==> config.mk <==
export PLATFORM = sky130hd
export DESIGN_NAME = tmm_cfg
export DESIGN_NICKNAME = d
export VERILOG_FILES = /design/src/hw/rtl/tmm_pkg.sv /design/src/hw/rtl/tmm_cfg.sv
export SDC_FILE = /design/constraint.sdc
export NUM_CORES = 1
export LEC_CHECK = 0
export CAP_MARGIN = 40
export CORE_AREA = 10 10 60 62
export CTS_BUF_LIST = sky130_fd_sc_hd__clkbuf_4
export DETAILED_ROUTE_END_ITERATION = 10
export DIE_AREA = 0 0 70 72
export DONT_BUFFER_PORTS = 1
export HOLD_SLACK_MARGIN = 0.15
export SYNTH_ARGS = -nofsm -noshare
export SYNTH_HDL_FRONTEND = slang
export SYNTH_SLANG_ARGS = --single-unit
==> constraint.sdc <==
create_clock -name clk -period 2.8 [get_ports clk]
set_input_delay 0.7 -clock clk [delete_from_list [all_inputs] [get_ports clk]]
set_output_delay 0.7 -clock clk [all_outputs]
set_load 0.01 [all_outputs]
==> src/hw/rtl/tmm_pkg.sv <==
`timescale 1ns / 1ps
// ----------------------------------------------------------------------------
// tmm_pkg
// Shared constants, codes and types of the tiny memory machine step block.
// ----------------------------------------------------------------------------
package tmm_pkg;

  localparam int MEM_DEPTH  = 256;
  localparam int PROG_DEPTH = 1024;

  localparam int ADDR_W = $clog2(MEM_DEPTH);
  localparam int PC_W   = $clog2(PROG_DEPTH);
  localparam int IDX_W  = PC_W + 1;
  localparam int DATA_W = 32;
  localparam int OPC_W  = 5;
  localparam int P0_W   = 10;
  localparam int P1_W   = 8;
  localparam int P2_W   = 8;
  localparam int P3_W   = 10;
  localparam int PLEN_W = 11;

  localparam int PADDR_W = 3;
  localparam int PDATA_W = 32;

  // register index, taken from paddr[2]
  localparam logic REG_PROGRAM_LENGTH = 1'b0;

  // action codes
  localparam logic ACT_EXEC = 1'b0;
  localparam logic ACT_LOAD = 1'b1;

  // opcodes
  localparam logic [OPC_W-1:0] OP_MOVE  = 5'd1;
  localparam logic [OPC_W-1:0] OP_ADD   = 5'd3;
  localparam logic [OPC_W-1:0] OP_SUB   = 5'd4;
  localparam logic [OPC_W-1:0] OP_JUMP  = 5'd6;
  localparam logic [OPC_W-1:0] OP_IF    = 5'd7;
  localparam logic [OPC_W-1:0] OP_PRINT = 5'd13;
  localparam logic [OPC_W-1:0] OP_READ  = 5'd14;

  // compare codes for if
  localparam logic [P2_W-1:0] CMP_EQ = 8'd8;
  localparam logic [P2_W-1:0] CMP_LT = 8'd9;
  localparam logic [P2_W-1:0] CMP_GT = 8'd10;
  localparam logic [P2_W-1:0] CMP_LE = 8'd11;
  localparam logic [P2_W-1:0] CMP_GE = 8'd12;

  typedef struct packed {
    logic              en;
    logic [ADDR_W-1:0] addr_a;
    logic [ADDR_W-1:0] addr_b;
  } mem_rd_t;

  typedef struct packed {
    logic              en;
    logic [ADDR_W-1:0] addr;
    logic [DATA_W-1:0] data;
  } mem_wr_t;

endpackage

==> src/hw/rtl/tmm_cfg.sv <==
`timescale 1ns / 1ps
// ----------------------------------------------------------------------------
// tmm_cfg
// APB register slave holding the program length.
// ----------------------------------------------------------------------------
module tmm_cfg import tmm_pkg::*; (
  input  logic               clk,
  input  logic               rst_n,
  input  logic               psel,
  input  logic               penable,
  input  logic               pwrite,
  input  logic [PADDR_W-1:0] paddr,
  input  logic [PDATA_W-1:0] pwdata,
  output logic [PDATA_W-1:0] prdata,
  output logic               pready,
  output logic [PLEN_W-1:0]  program_length
);

  logic [PLEN_W-1:0] plen_r;
  logic              wr_plen;

  assign pready  = 1'b1;
  assign wr_plen = psel && penable && pwrite && (paddr[2] == REG_PROGRAM_LENGTH);

  always_ff @(posedge clk) begin
    if (!rst_n) begin
      plen_r <= '0;
    end else if (wr_plen) begin
      plen_r <= pwdata[PLEN_W-1:0];
    end
  end

  always_comb begin
    prdata = '0;
    if (paddr[2] == REG_PROGRAM_LENGTH) begin
      prdata = {{(PDATA_W-PLEN_W){1'b0}}, plen_r};
    end
  end

  assign program_length = plen_r;

endmodule

==> results.rst <==
.. list-table::
   :header-rows: 1

   * - Metric
     - Value
   * - DIE AREA
     - 5040 µm²
   * - Worst skew pair latency
     - 260 ps
   * - Stages on the worst setup path
     - 1
   * - Synth unique cells
     - 11
   * - Share of post-route cells with drive strength above 1
     - 6.10%
   * - Detailed Route Iter0 Violations
     - 13
   * - Bufs on Longest Clock Path
     - 2
   * - Number of sinks handled by clock tree synthesis
     - 11
   * - Crit Path Max Fanout
     - 3
   * - CTS Buf Count
     - 3
   * - Routed wirelength normalized by instance count
     - 15.8 µm
   * - Pre-CTS setup slack
     - 1150 ps
   * - FP Rows
     - 18
   * - Pins Over Slew Limit
     - 0
   * - Delay of the slowest critical-path stage
     - 410 ps
   * - Critical path's slowest cell
     - sky130_fd_sc_hd__dfxtp_1
   * - Final Power
     - 0.000313 W
   * - Number of global-route vias before repair
     - 508
   * - TritonCTS clock tree
     - yes
   * - Fin Clk Skew
     - 0 ps
   * - Post-detailed-placement half-perimeter wirelength
     - 1470 µm
   * - Fin crit share
     - 59.8%
   * - Buffering stage count on the worst path with inverters included
     - 0
   * - Top area cells in the synthesized netlist
     - sky130_fd_sc_hd__dfxtp_1 (31%), sky130_fd_sc_hd__buf_4 (23%), sky130_fd_sc_hd__mux2i_1 (16%)
   * - Total power per unit cell area
     - 484 nW/µm²
   * - CP Cell Sequence
     - nor2b_1
   * - Starting utilization of the core area
     - 28.9%
   * - Top Ports
     - 84
   * - Final RePlAce weighted congestion
     - 0.609
   * - Mean cell area of the mapped netlist
     - 8.37 µm²
   * - Maximum capacitance violations
     - 0
   * - Post-synthesis compound-gate area fraction
     - 0%
   * - CP delay by family, top
     - flip-flops
   * - Metal2 WL
     - 778 µm
   * - Level count of the clock H-tree
     - 1
   * - Cell type with the highest aggregate area in the netlist
     - sky130_fd_sc_hd__dfxtp_1
   * - Post-Synth XOR/XNOR Area
     - 0%
   * - Run status
     - completed
   * - Yosys reg bits
     - 11
   * - Register clock-pin slew on the reported worst setup and hold paths
     - 80 ps
   * - Count of yosys warnings during synthesis
     - 0
   * - Die height
     - 72 µm
   * - Fraction of the mapped netlist area in adder cells
     - 0%
   * - Number of antenna violations at the first check in global routing
     - 0
   * - Antenna-violating nets left
     - 0
   * - Worst reg2reg path depth
     - 2
   * - Static leakage
     - 0.271 nW
   * - Dominant combinational cell family by area after synthesis
     - buffers and inverters
   * - Setup violation total in the final timing report
     - 0
   * - Number of I/O port buffers
     - 0
   * - Top routing layer in use
     - met3
   * - Post-synthesis mux area share
     - 15.7%
   * - Count of vias placed by the detailed router
     - 453
   * - Syn Inst Count
     - 84
   * - Cell area after placement
     - 617 µm²
   * - Highest achievable clock rate
     - 597 MHz
   * - Clock tree root driver cell
     - sky130_fd_sc_hd__clkbuf_4
   * - Die Width
     - 70 µm
   * - Flip-flop count of the largest register after layout
     - 11
   * - Share of synthesized area occupied by flip-flops and latches
     - 31.3%
   * - Crit path time final
     - 1680 ps
   * - Pin count of the biggest net entering global routing
     - 23
   * - Critical Path RT
     - 2100 ps
   * - Kind of start point of the critical path
     - register
   * - CTS Hold Bufs
     - 0
   * - Number of hold violations in the final report
     - 0
   * - Setup_tns
     - 0 ps
   * - Peak ir drop on the vdd network
     - 0.149 mV
   * - Post-cts resize count
     - 0
   * - Final Routed Wirelength
     - 1760 µm
   * - Share of Yosys cell area claimed by the top area cell type
     - 31.3%
   * - Total track usage
     - 6.61%
   * - Post-synth design cell area
     - 703 µm²
   * - Final standard cell area without fillers
     - 647 µm²
   * - Met1 WL
     - 584 µm
   * - Nature of the critical path endpoint
     - output pin
   * - Layout Area Growth over Synthesis
     - -8.01%
   * - Number of cells on the worst hold path
     - 2
   * - Grt ovf
     - 0
   * - Worst EP arrival
     - 980 ps
   * - Floorplan Core Area
     - 2430 µm²
   * - RSZ-0062 raised after global routing
     - false
   * - Tightest Hold Check Type
     - register to register
   * - Via density per instance
     - 4.04
   * - Antenna fix cells
     - 0
   * - Wire length on met3
     - 400 µm
   * - Final setup slack of the worst path
     - 1120 ps
   * - Setup bufs post-CTS
     - 0
   * - Number of detailed-route iterations in the first pass
     - 2
   * - Wire length of the first global-routing pass
     - 2700 µm
   * - Simple-gate portion of the synthesized area
     - 23.7%
   * - Most frequent cells in the layout
     - sky130_fd_sc_hd__nand2_1 (22), sky130_fd_sc_hd__conb_1 (22), sky130_fd_sc_hd__mux2i_1 (11), sky130_fd_sc_hd__dfxtp_1 (11), sky130_fd_sc_hd__nor2b_1 (10)
   * - Number of nets in the final layout
     - 123
   * - Critical path class
     - register to output pin
   * - Number of DRC violations after detailed routing
     - 0
==> worst paths after layout <==
kind                startpoint                end  slack, ps
max          program_length[4]          prdata[4]       1120
min          program_length[1]  program_length[1]        520
max reg2reg  program_length[5]  program_length[5]       2130
min reg2reg  program_length[1]  program_length[1]        520
==> layout make-up <==
cell class,count,area [µm²]
clock buffers,4,30.0
well taps,30,37.5
flip-flops and latches,11,220
multi-input cells,67,359
fillers,273,1790
==> synthesized netlist by cell type, drive strengths merged <==
library cell and count:
and4b 1, and2b 1, dfxtp 11, mux2i 11, nand2 22, buf 25, nor2b 10, conb 2
clkbuf 1
==> cells by family after synthesis <==
| kind of cell | Yosys count |
|---|---|
| multiplexers | 11 |
| flip-flops | 11 |
| other | 2 |
| buffers and inverters | 26 |
| AND/OR/NAND/NOR | 34 |
==> layer usage <==
metal	up-vias	GRT usage (%)
li1	213	-
met1	203	5.35
met2	37	10.4
met3	0	6.67
met4	0	3.29
met5	-	0
==> through the flow <==
stage | util, % | hold slack, ps | std cells
global route | 26.6 | 544 | 112
floorplan | - | 487 | 104
finish | 26.6 | 521 | 112
CTS | 26.6 | 525 | 112
global placement | 25.4 | 505 | 108
detailed placement | 25.4 | 514 | 108
==> where the power goes <==
| part | switching (W) | internal, W |
|---|---|---|
| sequential | 0.00000452 | 0.000160 |
| combinational | 0.0000213 | 0.00000720 |
| clock | 0.0000559 | 0.0000647 |
| total | 0.0000817 | 0.000232 |
Note: power is estimated with default switching activity, not from simulation.
