`config.mk`:
```
export PLATFORM = sky130hd
export DESIGN_NAME = tmm_exec_flat
export DESIGN_NICKNAME = d
export VERILOG_FILES = /design/src/hw/rtl/tmm_pkg.sv /design/src/hw/rtl/tmm_if.sv /design/src/hw/rtl/tmm_exec.sv /design/src/flat_wrapper.sv
export SDC_FILE = /design/constraint.sdc
export NUM_CORES = 1
export LEC_CHECK = 0
export BUFFER_PORTS_ARGS = -buffer_cell sky130_fd_sc_hd__buf_2
export CORE_MARGIN = 5
export CORE_UTILIZATION = 50
export CTS_BUF_LIST = sky130_fd_sc_hd__clkbuf_4 sky130_fd_sc_hd__clkbuf_8
export DETAILED_ROUTE_END_ITERATION = 10
export GPL_TIMING_DRIVEN = 0
export PLACE_DENSITY = 0.83
export SYNTH_ARGS = -nofsm -noshare
export SYNTH_HDL_FRONTEND = slang
export SYNTH_SLANG_ARGS = --single-unit
```
`constraint.sdc`:
```
create_clock -name clk -period 18.09 [get_ports clk]
set_input_delay 0.9045 -clock clk [delete_from_list [all_inputs] [get_ports clk]]
set_output_delay 0.9045 -clock clk [all_outputs]
set_load 0.02 [all_outputs]
```
`src/hw/rtl/tmm_pkg.sv`:
```
`timescale 1ns / 1ps
// ----------------------------------------------------------------------------
// tmm_pkg
// Shared constants, codes and types of the tiny memory machine step block.
// ----------------------------------------------------------------------------
package tmm_pkg;

  localparam int MEM_DEPTH  = 256;
  localparam int PROG_DEPTH = 1024;

  localparam int ADDR_W = $clog2(MEM_DEPTH);
  localparam int PC_W   = $clog2(PROG_DEPTH);
  localparam int IDX_W  = PC_W + 1;
  localparam int DATA_W = 32;
  localparam int OPC_W  = 5;
  localparam int P0_W   = 10;
  localparam int P1_W   = 8;
  localparam int P2_W   = 8;
  localparam int P3_W   = 10;
  localparam int PLEN_W = 11;

  localparam int PADDR_W = 3;
  localparam int PDATA_W = 32;

  // register index, taken from paddr[2]
  localparam logic REG_PROGRAM_LENGTH = 1'b0;

  // action codes
  localparam logic ACT_EXEC = 1'b0;
  localparam logic ACT_LOAD = 1'b1;

  // opcodes
  localparam logic [OPC_W-1:0] OP_MOVE  = 5'd1;
  localparam logic [OPC_W-1:0] OP_ADD   = 5'd3;
  localparam logic [OPC_W-1:0] OP_SUB   = 5'd4;
  localparam logic [OPC_W-1:0] OP_JUMP  = 5'd6;
  localparam logic [OPC_W-1:0] OP_IF    = 5'd7;
  localparam logic [OPC_W-1:0] OP_PRINT = 5'd13;
  localparam logic [OPC_W-1:0] OP_READ  = 5'd14;

  // compare codes for if
  localparam logic [P2_W-1:0] CMP_EQ = 8'd8;
  localparam logic [P2_W-1:0] CMP_LT = 8'd9;
  localparam logic [P2_W-1:0] CMP_GT = 8'd10;
  localparam logic [P2_W-1:0] CMP_LE = 8'd11;
  localparam logic [P2_W-1:0] CMP_GE = 8'd12;

  typedef struct packed {
    logic              en;
    logic [ADDR_W-1:0] addr_a;
    logic [ADDR_W-1:0] addr_b;
  } mem_rd_t;

  typedef struct packed {
    logic              en;
    logic [ADDR_W-1:0] addr;
    logic [DATA_W-1:0] data;
  } mem_wr_t;

endpackage

```
`src/hw/rtl/tmm_if.sv`:
```
`timescale 1ns / 1ps
// ----------------------------------------------------------------------------
// tmm_if
// Valid/ready channels for instruction words in and result words out.
// ----------------------------------------------------------------------------
interface tmm_in_if import tmm_pkg::*; ();
  logic                     valid;
  logic                     ready;
  logic                     action;
  logic [OPC_W-1:0]         opcode;
  logic [P0_W-1:0]          param_zero;
  logic [P1_W-1:0]          param_one;
  logic [P2_W-1:0]          param_two;
  logic [P3_W-1:0]          param_three;
  logic signed [DATA_W-1:0] data_value;

  modport source (
    output valid, action, opcode, param_zero, param_one, param_two, param_three,
           data_value,
    input  ready
  );
  modport sink (
    input  valid, action, opcode, param_zero, param_one, param_two, param_three,
           data_value,
    output ready
  );
endinterface

interface tmm_out_if import tmm_pkg::*; ();
  logic                     valid;
  logic                     ready;
  logic [PC_W-1:0]          next_index;
  logic                     print_valid;
  logic signed [DATA_W-1:0] print_value;
  logic                     done_res;

  modport source (
    output valid, next_index, print_valid, print_value, done_res,
    input  ready
  );
  modport sink (
    input  valid, next_index, print_valid, print_value, done_res,
    output ready
  );
endinterface

```
`src/hw/rtl/tmm_exec.sv`:
```
`timescale 1ns / 1ps
// ----------------------------------------------------------------------------
// tmm_exec
// Execute stage: operand bypass, alu, compare, next index and result register.
// ----------------------------------------------------------------------------
module tmm_exec import tmm_pkg::*; (
  input  logic              clk,
  input  logic              rst_n,
  tmm_in_if.sink            in_word,
  tmm_out_if.source         out_word,
  input  logic [PLEN_W-1:0] program_length,
  output mem_rd_t           rd_req,
  output mem_wr_t           wr_req,
  input  logic [DATA_W-1:0] rd_a,
  input  logic [DATA_W-1:0] rd_b
);

  // execute stage registers
  logic              s1_v_r;
  logic              s1_action_r;
  logic [OPC_W-1:0]  s1_opcode_r;
  logic [P0_W-1:0]   s1_p0_r;
  logic [P2_W-1:0]   s1_p2_r;
  logic [P3_W-1:0]   s1_p3_r;
  logic [DATA_W-1:0] s1_dv_r;
  logic              s1_byp_a_r;
  logic              s1_byp_b_r;
  logic [DATA_W-1:0] s1_byp_data_r;

  logic [IDX_W-1:0]  idx_r;
  logic [IDX_W-1:0]  idx_nxt;

  // result register
  logic              out_v_r;
  logic [PC_W-1:0]   out_next_r;
  logic              out_pv_r;
  logic [DATA_W-1:0] out_pval_r;
  logic              out_done_r;

  logic              out_free;
  logic              s1_go;
  logic              in_fire;
  logic              in_is_if;
  logic              in_is_print;
  logic [DATA_W-1:0] opa;
  logic [DATA_W-1:0] opb;
  logic              run;
  logic              wen;
  logic [DATA_W-1:0] wdata;
  logic              holds;
  logic              take_branch;
  logic [PC_W-1:0]   tgt_src;
  logic [IDX_W-1:0]  tgt;
  logic [IDX_W-1:0]  inc;
  logic              pv;

  assign out_free      = !out_v_r || out_word.ready;
  assign s1_go         = s1_v_r && out_free;
  assign in_word.ready = !s1_v_r || out_free;
  assign in_fire       = in_word.valid && in_word.ready;

  // read address select for the incoming word
  assign in_is_if    = (in_word.opcode == OP_IF);
  assign in_is_print = (in_word.opcode == OP_PRINT);

  always_comb begin
    rd_req.en     = in_fire;
    rd_req.addr_a = (in_is_if || in_is_print) ? in_word.param_zero[ADDR_W-1:0]
                                              : in_word.param_one[ADDR_W-1:0];
    rd_req.addr_b = in_is_if ? in_word.param_one[ADDR_W-1:0]
                             : in_word.param_two[ADDR_W-1:0];
  end

  // operands with bypass of the write made when this word was read
  assign opa = s1_byp_a_r ? s1_byp_data_r : rd_a;
  assign opb = s1_byp_b_r ? s1_byp_data_r : rd_b;

  assign run = (s1_action_r == ACT_EXEC) && (idx_r < program_length);

  always_comb begin
    unique case (s1_p2_r)
      CMP_EQ:  holds = (opa == opb);
      CMP_LT:  holds = ($signed(opa) <  $signed(opb));
      CMP_GT:  holds = ($signed(opa) >  $signed(opb));
      CMP_LE:  holds = ($signed(opa) <= $signed(opb));
      CMP_GE:  holds = ($signed(opa) >= $signed(opb));
      default: holds = 1'b0;
    endcase
  end

  always_comb begin
    wen         = 1'b0;
    wdata       = s1_dv_r;
    take_branch = 1'b0;
    tgt_src     = s1_p0_r;
    pv          = 1'b0;
    if (s1_action_r == ACT_LOAD) begin
      wen = 1'b1;
    end else if (run) begin
      unique case (s1_opcode_r)
        OP_READ: begin
          wen = 1'b1;
        end
        OP_MOVE: begin
          wen   = 1'b1;
          wdata = opa;
        end
        OP_ADD: begin
          wen   = 1'b1;
          wdata = opa + opb;
        end
        OP_SUB: begin
          wen   = 1'b1;
          wdata = opa - opb;
        end
        OP_PRINT: begin
          pv = 1'b1;
        end
        OP_IF: begin
          take_branch = !holds;
          tgt_src     = s1_p3_r;
        end
        OP_JUMP: begin
          take_branch = 1'b1;
        end
        default: begin
          wen = 1'b0;
        end
      endcase
    end
  end

  // target minus one wraps within the program space
  assign tgt = {1'b0, tgt_src - 1'b1};
  assign inc = idx_r + 1'b1;

  always_comb begin
    idx_nxt = idx_r;
    if (run) begin
      if (take_branch) begin
        idx_nxt = tgt;
      end else if (inc > IDX_W'(PROG_DEPTH)) begin
        idx_nxt = IDX_W'(PROG_DEPTH);
      end else begin
        idx_nxt = inc;
      end
    end
  end

  always_comb begin
    wr_req.en   = s1_go && wen;
    wr_req.addr = s1_p0_r[ADDR_W-1:0];
    wr_req.data = wdata;
  end

  // control
  always_ff @(posedge clk) begin
    if (!rst_n) begin
      s1_v_r  <= 1'b0;
      out_v_r <= 1'b0;
      idx_r   <= '0;
    end else begin
      if (in_fire) begin
        s1_v_r <= 1'b1;
      end else if (s1_go) begin
        s1_v_r <= 1'b0;
      end
      if (s1_go) begin
        out_v_r <= 1'b1;
        idx_r   <= idx_nxt;
      end else if (out_word.ready) begin
        out_v_r <= 1'b0;
      end
    end
  end

  // payload
  always_ff @(posedge clk) begin
    if (in_fire) begin
      s1_action_r   <= in_word.action;
      s1_opcode_r   <= in_word.opcode;
      s1_p0_r       <= in_word.param_zero;
      s1_p2_r       <= in_word.param_two;
      s1_p3_r       <= in_word.param_three;
      s1_dv_r       <= in_word.data_value;
      s1_byp_a_r    <= wr_req.en && (wr_req.addr == rd_req.addr_a);
      s1_byp_b_r    <= wr_req.en && (wr_req.addr == rd_req.addr_b);
      s1_byp_data_r <= wr_req.data;
    end
    if (s1_go) begin
      out_next_r <= idx_nxt[PC_W-1:0];
      out_pv_r   <= pv;
      out_pval_r <= pv ? opa : '0;
      out_done_r <= (idx_nxt >= program_length);
    end
  end

  assign out_word.valid       = out_v_r;
  assign out_word.next_index  = out_next_r;
  assign out_word.print_valid = out_pv_r;
  assign out_word.print_value = out_pval_r;
  assign out_word.done_res    = out_done_r;

endmodule

```
`src/flat_wrapper.sv`:
```
// flat-port wrapper written by rule: the top's interface ports become plain ports
module tmm_exec_flat import tmm_pkg::*;
  (clk, rst_n, program_length, rd_req, wr_req, rd_a, rd_b, in_word_valid, in_word_action, in_word_opcode, in_word_param_zero, in_word_param_one, in_word_param_two, in_word_param_three, in_word_data_value, in_word_ready, out_word_valid, out_word_next_index, out_word_print_valid, out_word_print_value, out_word_done_res, out_word_ready);
  tmm_in_if in_word_i ();
  tmm_out_if out_word_i ();
  input  logic clk;
  input  logic rst_n;
  input  logic [PLEN_W-1:0] program_length;
  output mem_rd_t rd_req;
  output mem_wr_t wr_req;
  input  logic [DATA_W-1:0] rd_a;
  input  logic [DATA_W-1:0] rd_b;
  input wire logic [$bits(in_word_i.valid)-1:0] in_word_valid;
  input wire logic [$bits(in_word_i.action)-1:0] in_word_action;
  input wire logic [$bits(in_word_i.opcode)-1:0] in_word_opcode;
  input wire logic [$bits(in_word_i.param_zero)-1:0] in_word_param_zero;
  input wire logic [$bits(in_word_i.param_one)-1:0] in_word_param_one;
  input wire logic [$bits(in_word_i.param_two)-1:0] in_word_param_two;
  input wire logic [$bits(in_word_i.param_three)-1:0] in_word_param_three;
  input wire logic [$bits(in_word_i.data_value)-1:0] in_word_data_value;
  output wire logic [$bits(in_word_i.ready)-1:0] in_word_ready;
  output wire logic [$bits(out_word_i.valid)-1:0] out_word_valid;
  output wire logic [$bits(out_word_i.next_index)-1:0] out_word_next_index;
  output wire logic [$bits(out_word_i.print_valid)-1:0] out_word_print_valid;
  output wire logic [$bits(out_word_i.print_value)-1:0] out_word_print_value;
  output wire logic [$bits(out_word_i.done_res)-1:0] out_word_done_res;
  input wire logic [$bits(out_word_i.ready)-1:0] out_word_ready;
  assign in_word_i.valid = in_word_valid;
  assign in_word_i.action = in_word_action;
  assign in_word_i.opcode = in_word_opcode;
  assign in_word_i.param_zero = in_word_param_zero;
  assign in_word_i.param_one = in_word_param_one;
  assign in_word_i.param_two = in_word_param_two;
  assign in_word_i.param_three = in_word_param_three;
  assign in_word_i.data_value = in_word_data_value;
  assign in_word_ready = in_word_i.ready;
  assign out_word_valid = out_word_i.valid;
  assign out_word_next_index = out_word_i.next_index;
  assign out_word_print_valid = out_word_i.print_valid;
  assign out_word_print_value = out_word_i.print_value;
  assign out_word_done_res = out_word_i.done_res;
  assign out_word_i.ready = out_word_ready;
  tmm_exec u_core (.clk(clk), .rst_n(rst_n), .in_word(in_word_i), .out_word(out_word_i), .program_length(program_length), .rd_req(rd_req), .wr_req(wr_req), .rd_a(rd_a), .rd_b(rd_b));
endmodule
```
==> flow_metrics.py, run 1 <==
metrics = {
    "timing": {
        "slew_headroom": 0.1866,
        "skew_ps": 17.07,
        "grt_setup_unrepaired": "false",
        "tightest_slew_ps": 1217,
        "fmax_ghz": 0.1210,
        "final.setup.tns_ps": 0,
        "finalCritPeriodShare": 0.4567,
        "finalSetupViolCount": 0,
        "min_period_ps": 8262,
        "slew_viol_final": 0,
        "finalHoldViolations": 0,
    },
    "yosys": {
        "synth_compound_area_frac": 0.1853,
        "ys_async_sr_fraction": 0,
        "syn_inst": 1286,
        "synth.mux.area_fraction": 0.08817,
        "synth_edf_count": 144,
        "ys_seq_area_frac": 0.3743,
        "synth_top_family_by_area": "compound AO/OA/AOI/OAI gates",
        "synth-simple-area-share": 0.1448,
        "synth-xor-area-share": 0.05507,
        "synth_cell_types": 91,
        "synth-seq-cells": 157,
        "syn_area_sq_mm": 0.01225,
        "synth-adder-area-share": 0.09113,
        "dominantRegCellSynth": "edfxtp_1",
        "yosys_warnings": 0,
        "synthesis.nets": 1527,
        "synth_area_per_cell_sq_um": 9.523,
    },
    "drt": {
        "wl_per_cell_microns": 21.07,
        "ant_nets": 0,
        "vias": 11300,
        "drc": 0,
        "firstDrtPassIters": 5,
        "wl_microns": 40030,
        "drtIter0Drc": 1118,
        "vias_per_cell": 5.947,
    },
    "global_route": {
        "overflow": 0,
        "grt_usage": 0.2788,
        "grt_pass1_wl_microns": 61660,
        "antenna_found_initial": 1,
        "grt_max_degree": 59,
        "grt_pass1_vias": 11176,
    },
    "clock_network": {
        "root_buffer": "clkbuf_8",
        "clock_latency_ps": 490,
        "cts_hold_buf": 0,
        "cts_resized": 0,
        "clkTransAtPathRegs_ps": 100,
        "cts_buffers": 17,
        "cts.path.max_buffers": 2,
        "postCtsSetupBuffers": 0,
        "cts_tree": "built",
        "htreeDepth": 4,
        "cts.sinks": 157,
    },
    "layout": {
        "multi_input_area_sq_mm": 0.006923,
        "nets": 1804,
        "layout_common_cells": "buf_2, edfxtp_1, nor2_1, a21oi_1, inv_1",
        "antenna_cells": 0,
        "seq_area_sq_mm": 0.004584,
        "syn2layout_area_growth_pct": 17.52,
        "fillers": 2127,
        "final_common_cell": "buf_2",
        "drive_gt1_frac": 0.2513,
    },
    "hold_path": {
        "min-delay-path-class": "reg2reg",
    },
    "die": {
        "die_w_microns": 166.5,
        "coreArea_sq_mm": 0.02425,
        "start_util": 0.5051,
        "fp.dieH_microns": 166.5,
        "die_area_sq_mm": 0.02772,
        "ios": 257,
        "rows": 57,
    },
    "worst_setup_path": {
        "cpMaxStageDelayCell": "clkbuf_1",
        "start_kind": "flip-flop",
        "cp_common_cell": "a21o_1",
        "crit_type": "reg2reg",
        "arrival_ps": 8500,
        "cp-end-kind": "flip-flop",
        "slowest_delay_ps": 880,
        "critPathRequiredTime_ps": 18320,
        "crit_path_max_fanout": 10,
    },
    "job": {
        "cap_violations": 0,
    },
    "power": {
        "power_density_mw_per_mm2": 72.27,
        "vdd_drop_max_mv": 0.04034,
        "power_uw": 1040,
        "p_leak_uw": 0.006110,
    },
    "placement": {
        "gp_congestion": 0.9797,
        "hpwlAfterDp_microns": 30450,
        "portBuffers": 256,
    },
    "status": {
        "status": "finished, final reports clean",
    },
}
[cell families (layout without fill, tap and decap cells)]
logic type,count (synthesis),after routing
compound gates,335,335
xor+xnor,77,77
fa+ha+maj,88,88
buf+inv,168,458
flops,157,157
mux,103,103
simple gates,358,358
[where the power goes]
group / switching, uW / total, uW / internal (uW)
combinational: 205 / 336 / 132
clock: 143 / 276 / 133
sequential: 10.2 / 428 / 417
total: 358 / 1040 / 682
[synth_stat cells, types with 11 or more instances]
library cell  number  area, sq um
mux2i_1           64        640.6
o211ai_1          11        82.58
a21oi_1           94        470.5
a21o_1            20        150.1
o21ai_0           60        300.3
o22ai_1           14        87.58
nand4_1           12        75.07
a211oi_1          14        105.1
clkbuf_1          39        146.4
ha_1              86         1076
nand3_1           15        75.07
inv_1             89        334.1
xnor2_1           60        525.5
nor2b_1           32        200.2
or3_1             11        68.82
o21bai_1          16        120.1
buf_4             17        127.6
xor2_1            17        148.9
mux2_2            38        427.9
nand2_1           85        319.1
nor2_1           116        435.4
nor4_1            11        68.82
dfxtp_1           13        260.3
edfxtp_1         144         4324
nor3_1            23        115.1
a31oi_1           14        87.58
[routing by layer]
metal  wire (microns)  GRT usage  up-vias
li1                 -          -     5241
met1            16140     0.3635     5341
met2            18880     0.4642      627
met3             3451    0.05072       89
met4             1534     0.1060        2
met5               20          0        -
[critical path, delay by kind of cell, from the launching register on]
family,cells,cell delay (ps)
buf+inv,4,2100
fa+ha+maj,3,940
mux,3,1000
flops,1,340
simple gates,4,590
compound gates,14,3000
[final timing paths]
| kind | end | startpoint | slack (ps) | cells after the start |
|---|---|---|---|---|
| setup / recovery | u_core.out_word.done_res | u_core.s1_byp_a_r | 9830 | 28 |
| hold / removal | u_core.out_word.valid | u_core.s1_v_r | 570 | 1 |
| setup reg to reg | u_core.out_word.done_res | u_core.s1_byp_a_r | 9830 | 28 |
| hold reg to reg | u_core.out_word.valid | u_core.s1_v_r | 570 | 1 |
[metrics by stage]
step                instance area [sq um]  setup WS, ps  hold slack [ps]    util  std cells
floorplan                           12250         11980            476.8       -       1286
global placement                    13930         10110            488.6  0.5746       1866
detailed placement                  13990         10020            535.2  0.5770       1868
CTS                                 14390          9971            565.6  0.5936       1900
global route                        14390          9662            555.6  0.5936       1900
finish                              14390          9828            571.7  0.5936       1900
[state kept, by name, summed over array words and instances, names as in the netlist, 5 cells and up]
register and count:
u_core.s1_p0_r 10, u_core.s1_p3_r 10, u_core.out_word.next_index 10, u_core.s1_opcode_r 5
u_core.s1_dv_r 32, u_core.s1_p2_r 8, u_core.out_word.print_value 32, u_core.idx_r 11
u_core.s1_byp_data_r 32
[area by class of cell]
cell class | instances | area share
buffer | 75 | 0.02782
clock buffer | 25 | 0.02260
clock inverter | 7 | 0.005303
inverter | 93 | 0.02425
multi-input combinational | 961 | 0.4810
sequential | 157 | 0.3185
tap | 324 | 0.02817
timing repair buffer | 258 | 0.09232
Note: power is estimated with default switching activity, not from simulation.
==> run 2: changes to the inputs <==
--- a/config.mk
+++ b/config.mk
@@ -5,6 +5,7 @@
 export SDC_FILE = /design/constraint.sdc
 export NUM_CORES = 1
 export LEC_CHECK = 0
+export ABC_AREA = 1
 export BUFFER_PORTS_ARGS = -buffer_cell sky130_fd_sc_hd__buf_2
 export CORE_MARGIN = 5
 export CORE_UTILIZATION = 50
==> constraint.sdc (replaced) <==
create_clock -name clk -period 7.7 [get_ports clk]
set_input_delay 0.385 -clock clk [delete_from_list [all_inputs] [get_ports clk]]
set_output_delay 0.385 -clock clk [all_outputs]
set_load 0.02 [all_outputs]
==> run 2 against run 1 <==
Clock power rose by 140%. Total power rose by 140%. Critical endpoint unchanged. Area after synthesis rose by 2.5%. Wire length rose by 15%. Combinational power rose by 140%. Final cell count rose by 22%. Synthesized cell count rose by 32%. Critical path depth rose by 3. Fmax rose by 28%.
==> flow_metrics.py, run 2 <==
metrics = {
    "status": {
        "status": "finished, final reports clean",
    },
    "layout": {
        "syn2layout_area_growth_pct": 17.15,
        "layout_common_cells": "nand2_1, inv_1, buf_2, nor2_1, o21ai_0",
        "nets": 2217,
        "drive_gt1_frac": 0.1981,
        "final_common_cell": "nand2_1",
        "antenna_cells": 0,
    },
    "worst_setup_path": {
        "start_kind": "flip-flop",
        "setup.worst_path.end": "u_core.out_word.done_res",
        "critPathLaunch": "u_core.s1_byp_a_r",
        "arrival_ps": 6710,
        "cp_common_cell": "nand2_1",
        "ff2ff_path_depth": 31,
        "cp_num_buf_inv": 6,
        "crit_type": "reg2reg",
        "path_depth": 31,
        "rr_startpoint": "u_core.s1_byp_a_r",
        "crit_family": "compound AO/OA/AOI/OAI gates",
        "ff2ff_setup_slack_ps": 1240,
        "crit_path_max_fanout": 10,
        "critPathRequiredTime_ps": 7950,
        "r2r-end": "u_core.out_word.done_res",
        "slowest_delay_ps": 910,
        "cpMaxStageDelayCell": "clkbuf_1",
        "cp-end-kind": "flip-flop",
    },
    "yosys": {
        "yosysTopAreaCellShare": 0.3446,
        "synthTopCellsByArea": "edfxtp_1, nand2_1, ha_1",
        "synth_edf_count": 144,
        "syn_area_sq_mm": 0.01255,
        "syn_inst": 1700,
        "dominantRegCellSynth": "edfxtp_1",
        "synth-seq-cells": 157,
        "synth_area_per_cell_sq_um": 7.382,
        "yosys_warnings": 0,
        "yosys-top-cells-count": "nand2_1, inv_1, nor2_1",
        "ys_async_sr_fraction": 0,
        "ys_seq_area_frac": 0.3653,
        "synth_cell_types": 54,
        "yosysMostFrequentCell": "nand2_1",
        "synth_top_area_cell": "edfxtp_1",
        "synthesis.nets": 1941,
    },
    "clock_network": {
        "cts_tree": "built",
        "htreeDepth": 4,
        "clkTransAtPathRegs_ps": 120,
        "root_buffer": "clkbuf_8",
        "clock_latency_ps": 500,
        "cts_resized": 0,
        "cts_hold_buf": 0,
        "cts.path.max_buffers": 2,
        "postCtsSetupBuffers": 0,
        "cts.sinks": 157,
        "cts_buffers": 17,
    },
    "timing": {
        "finalCritPeriodShare": 0.8393,
        "min_period_ps": 6462,
        "skew_ps": 29.51,
        "finalSetupViolCount": 0,
        "tightest_slew_ps": 1141,
        "hold_slack_ps": 52.66,
        "grt_setup_unrepaired": "false",
        "slew_headroom": 0.2392,
        "slew_viol_final": 0,
        "fmax_ghz": 0.1547,
        "finalHoldViolations": 0,
        "final.setup.tns_ps": 0,
        "setup_ws_ps": 1238,
    },
    "global_route": {
        "grt.met2_usage": 0.5442,
        "grt_pass1_wl_microns": 69830,
        "grt-busiest-layer": "met2",
        "grtUsageMet1": 0.4067,
        "grt_usage": 0.3183,
        "overflow": 0,
        "grt_pass1_vias": 12517,
        "antenna_found_initial": 2,
        "grt_use_met3": 0.04766,
        "grt_max_degree": 68,
    },
    "power": {
        "p_leak_uw": 0.007089,
        "power_density_mw_per_mm2": 169.9,
        "vdd_drop_max_mv": 0.1038,
        "power_uw": 2498,
    },
    "die": {
        "die_area_sq_mm": 0.02837,
        "ios": 257,
        "fp.dieH_microns": 168.4,
        "die_w_microns": 168.4,
        "start_util": 0.5027,
        "rows": 58,
        "coreArea_sq_mm": 0.02496,
    },
    "placement": {
        "hpwlAfterDp_microns": 35900,
        "post-place-ws_ps": 1433,
        "gp_congestion": 1.037,
        "portBuffers": 256,
    },
    "hold_path": {
        "min-delay-path-class": "in2reg",
    },
    "drt": {
        "drc": 0,
        "wl_microns": 46160,
        "firstDrtPassIters": 6,
        "wl_per_cell_microns": 19.91,
        "vias": 12858,
        "drtIter0Drc": 1248,
        "vias_per_cell": 5.545,
        "ant_nets": 0,
    },
    "job": {
        "cap_violations": 0,
    },
}
-- run 2: changes by cell type after synthesis, moves of 19 or more --
| cell | change |
|---|---|
| mux2i_1 | -64 |
| nor2_1 | +59 |
| nand3_1 | +63 |
| nor2b_1 | -32 |
| a21oi_1 | +55 |
| o21ai_0 | +109 |
| xnor2_1 | -59 |
| inv_1 | +194 |
| nand2_2 | +19 |
| nand2_1 | +232 |
| mux2_2 | -37 |
-- run 2: worst min path at each step --
stage,from,end,slack [ps],depth (start not counted)
after global placement,u_core.out_word.valid,u_core.out_word.valid,500,2
final,in_word_param_three[8],u_core.s1_p3_r[8],50,1
after CTS,in_word_param_three[8],u_core.s1_p3_r[8],30,1
after detailed placement,u_core.out_word.valid,u_core.out_word.valid,510,2
after global routing,in_word_param_three[8],u_core.s1_p3_r[8],20,1
after floorplan,in_word_action,u_core.s1_action_r,480,0
-- run 2: final cells by class --
type / instances / area, sq um
multi-input cells: 1186 / 6504
inverters: 288 / 1084
repair buffers: 257 / 1309
clock buffers: 17 / 234.0
clock inverters: 15 / 191.4
flip-flops and latches: 157 / 4584
well taps: 330 / 412.9
fillers: 2346 / 10260
plain buffers: 69 / 382.9
-- run 2: report_power, final --
part / leakage, uW / internal, uW / total [uW] / switching, uW
clock: 0.000211 / 253 / 673 / 420
sequential: 0.00148 / 988 / 1010 / 22.4
combinational: 0.00540 / 258 / 814 / 556
total: 0.00709 / 1500 / 2500 / 998
-- run 2: cell families (layout without fill, tap and decap cells) --
kind of cell | after synthesis | after routing | synth area share
fa+ha+maj | 88 | 88 | 0.08893
xor+xnor | 34 | 34 | 0.02373
flops | 157 | 157 | 0.3653
compound gates | 399 | 399 | 0.1755
simple gates | 664 | 664 | 0.2292
mux | 1 | 1 | 0.0008972
buf+inv | 357 | 646 | 0.1164
-- run 2: through the flow --
step | cells | util | cell area [sq um]
3_5_place_dp | 2287 | 0.5718 | 14270
2_1_floorplan | 1700 | - | 12550
6_report | 2319 | 0.5889 | 14700
5_1_grt | 2319 | 0.5889 | 14700
4_1_cts | 2319 | 0.5888 | 14700
3_3_place_gp | 2286 | 0.5706 | 14240
-- run 2: metal layers --
layer	wire length, microns	share of wire
met2	22120	0.48
met5	8	0.00017
met3	3822	0.083
met1	18530	0.40
met4	1682	0.036
-- run 2: worst reg2reg max path: cells and delay by family (launching register included) --
family | cells | cell delay [ps]
buf+inv | 6 | 1860
simple gates | 12 | 1280
fa+ha+maj | 2 | 600
flops | 1 | 340
compound gates | 11 | 2160
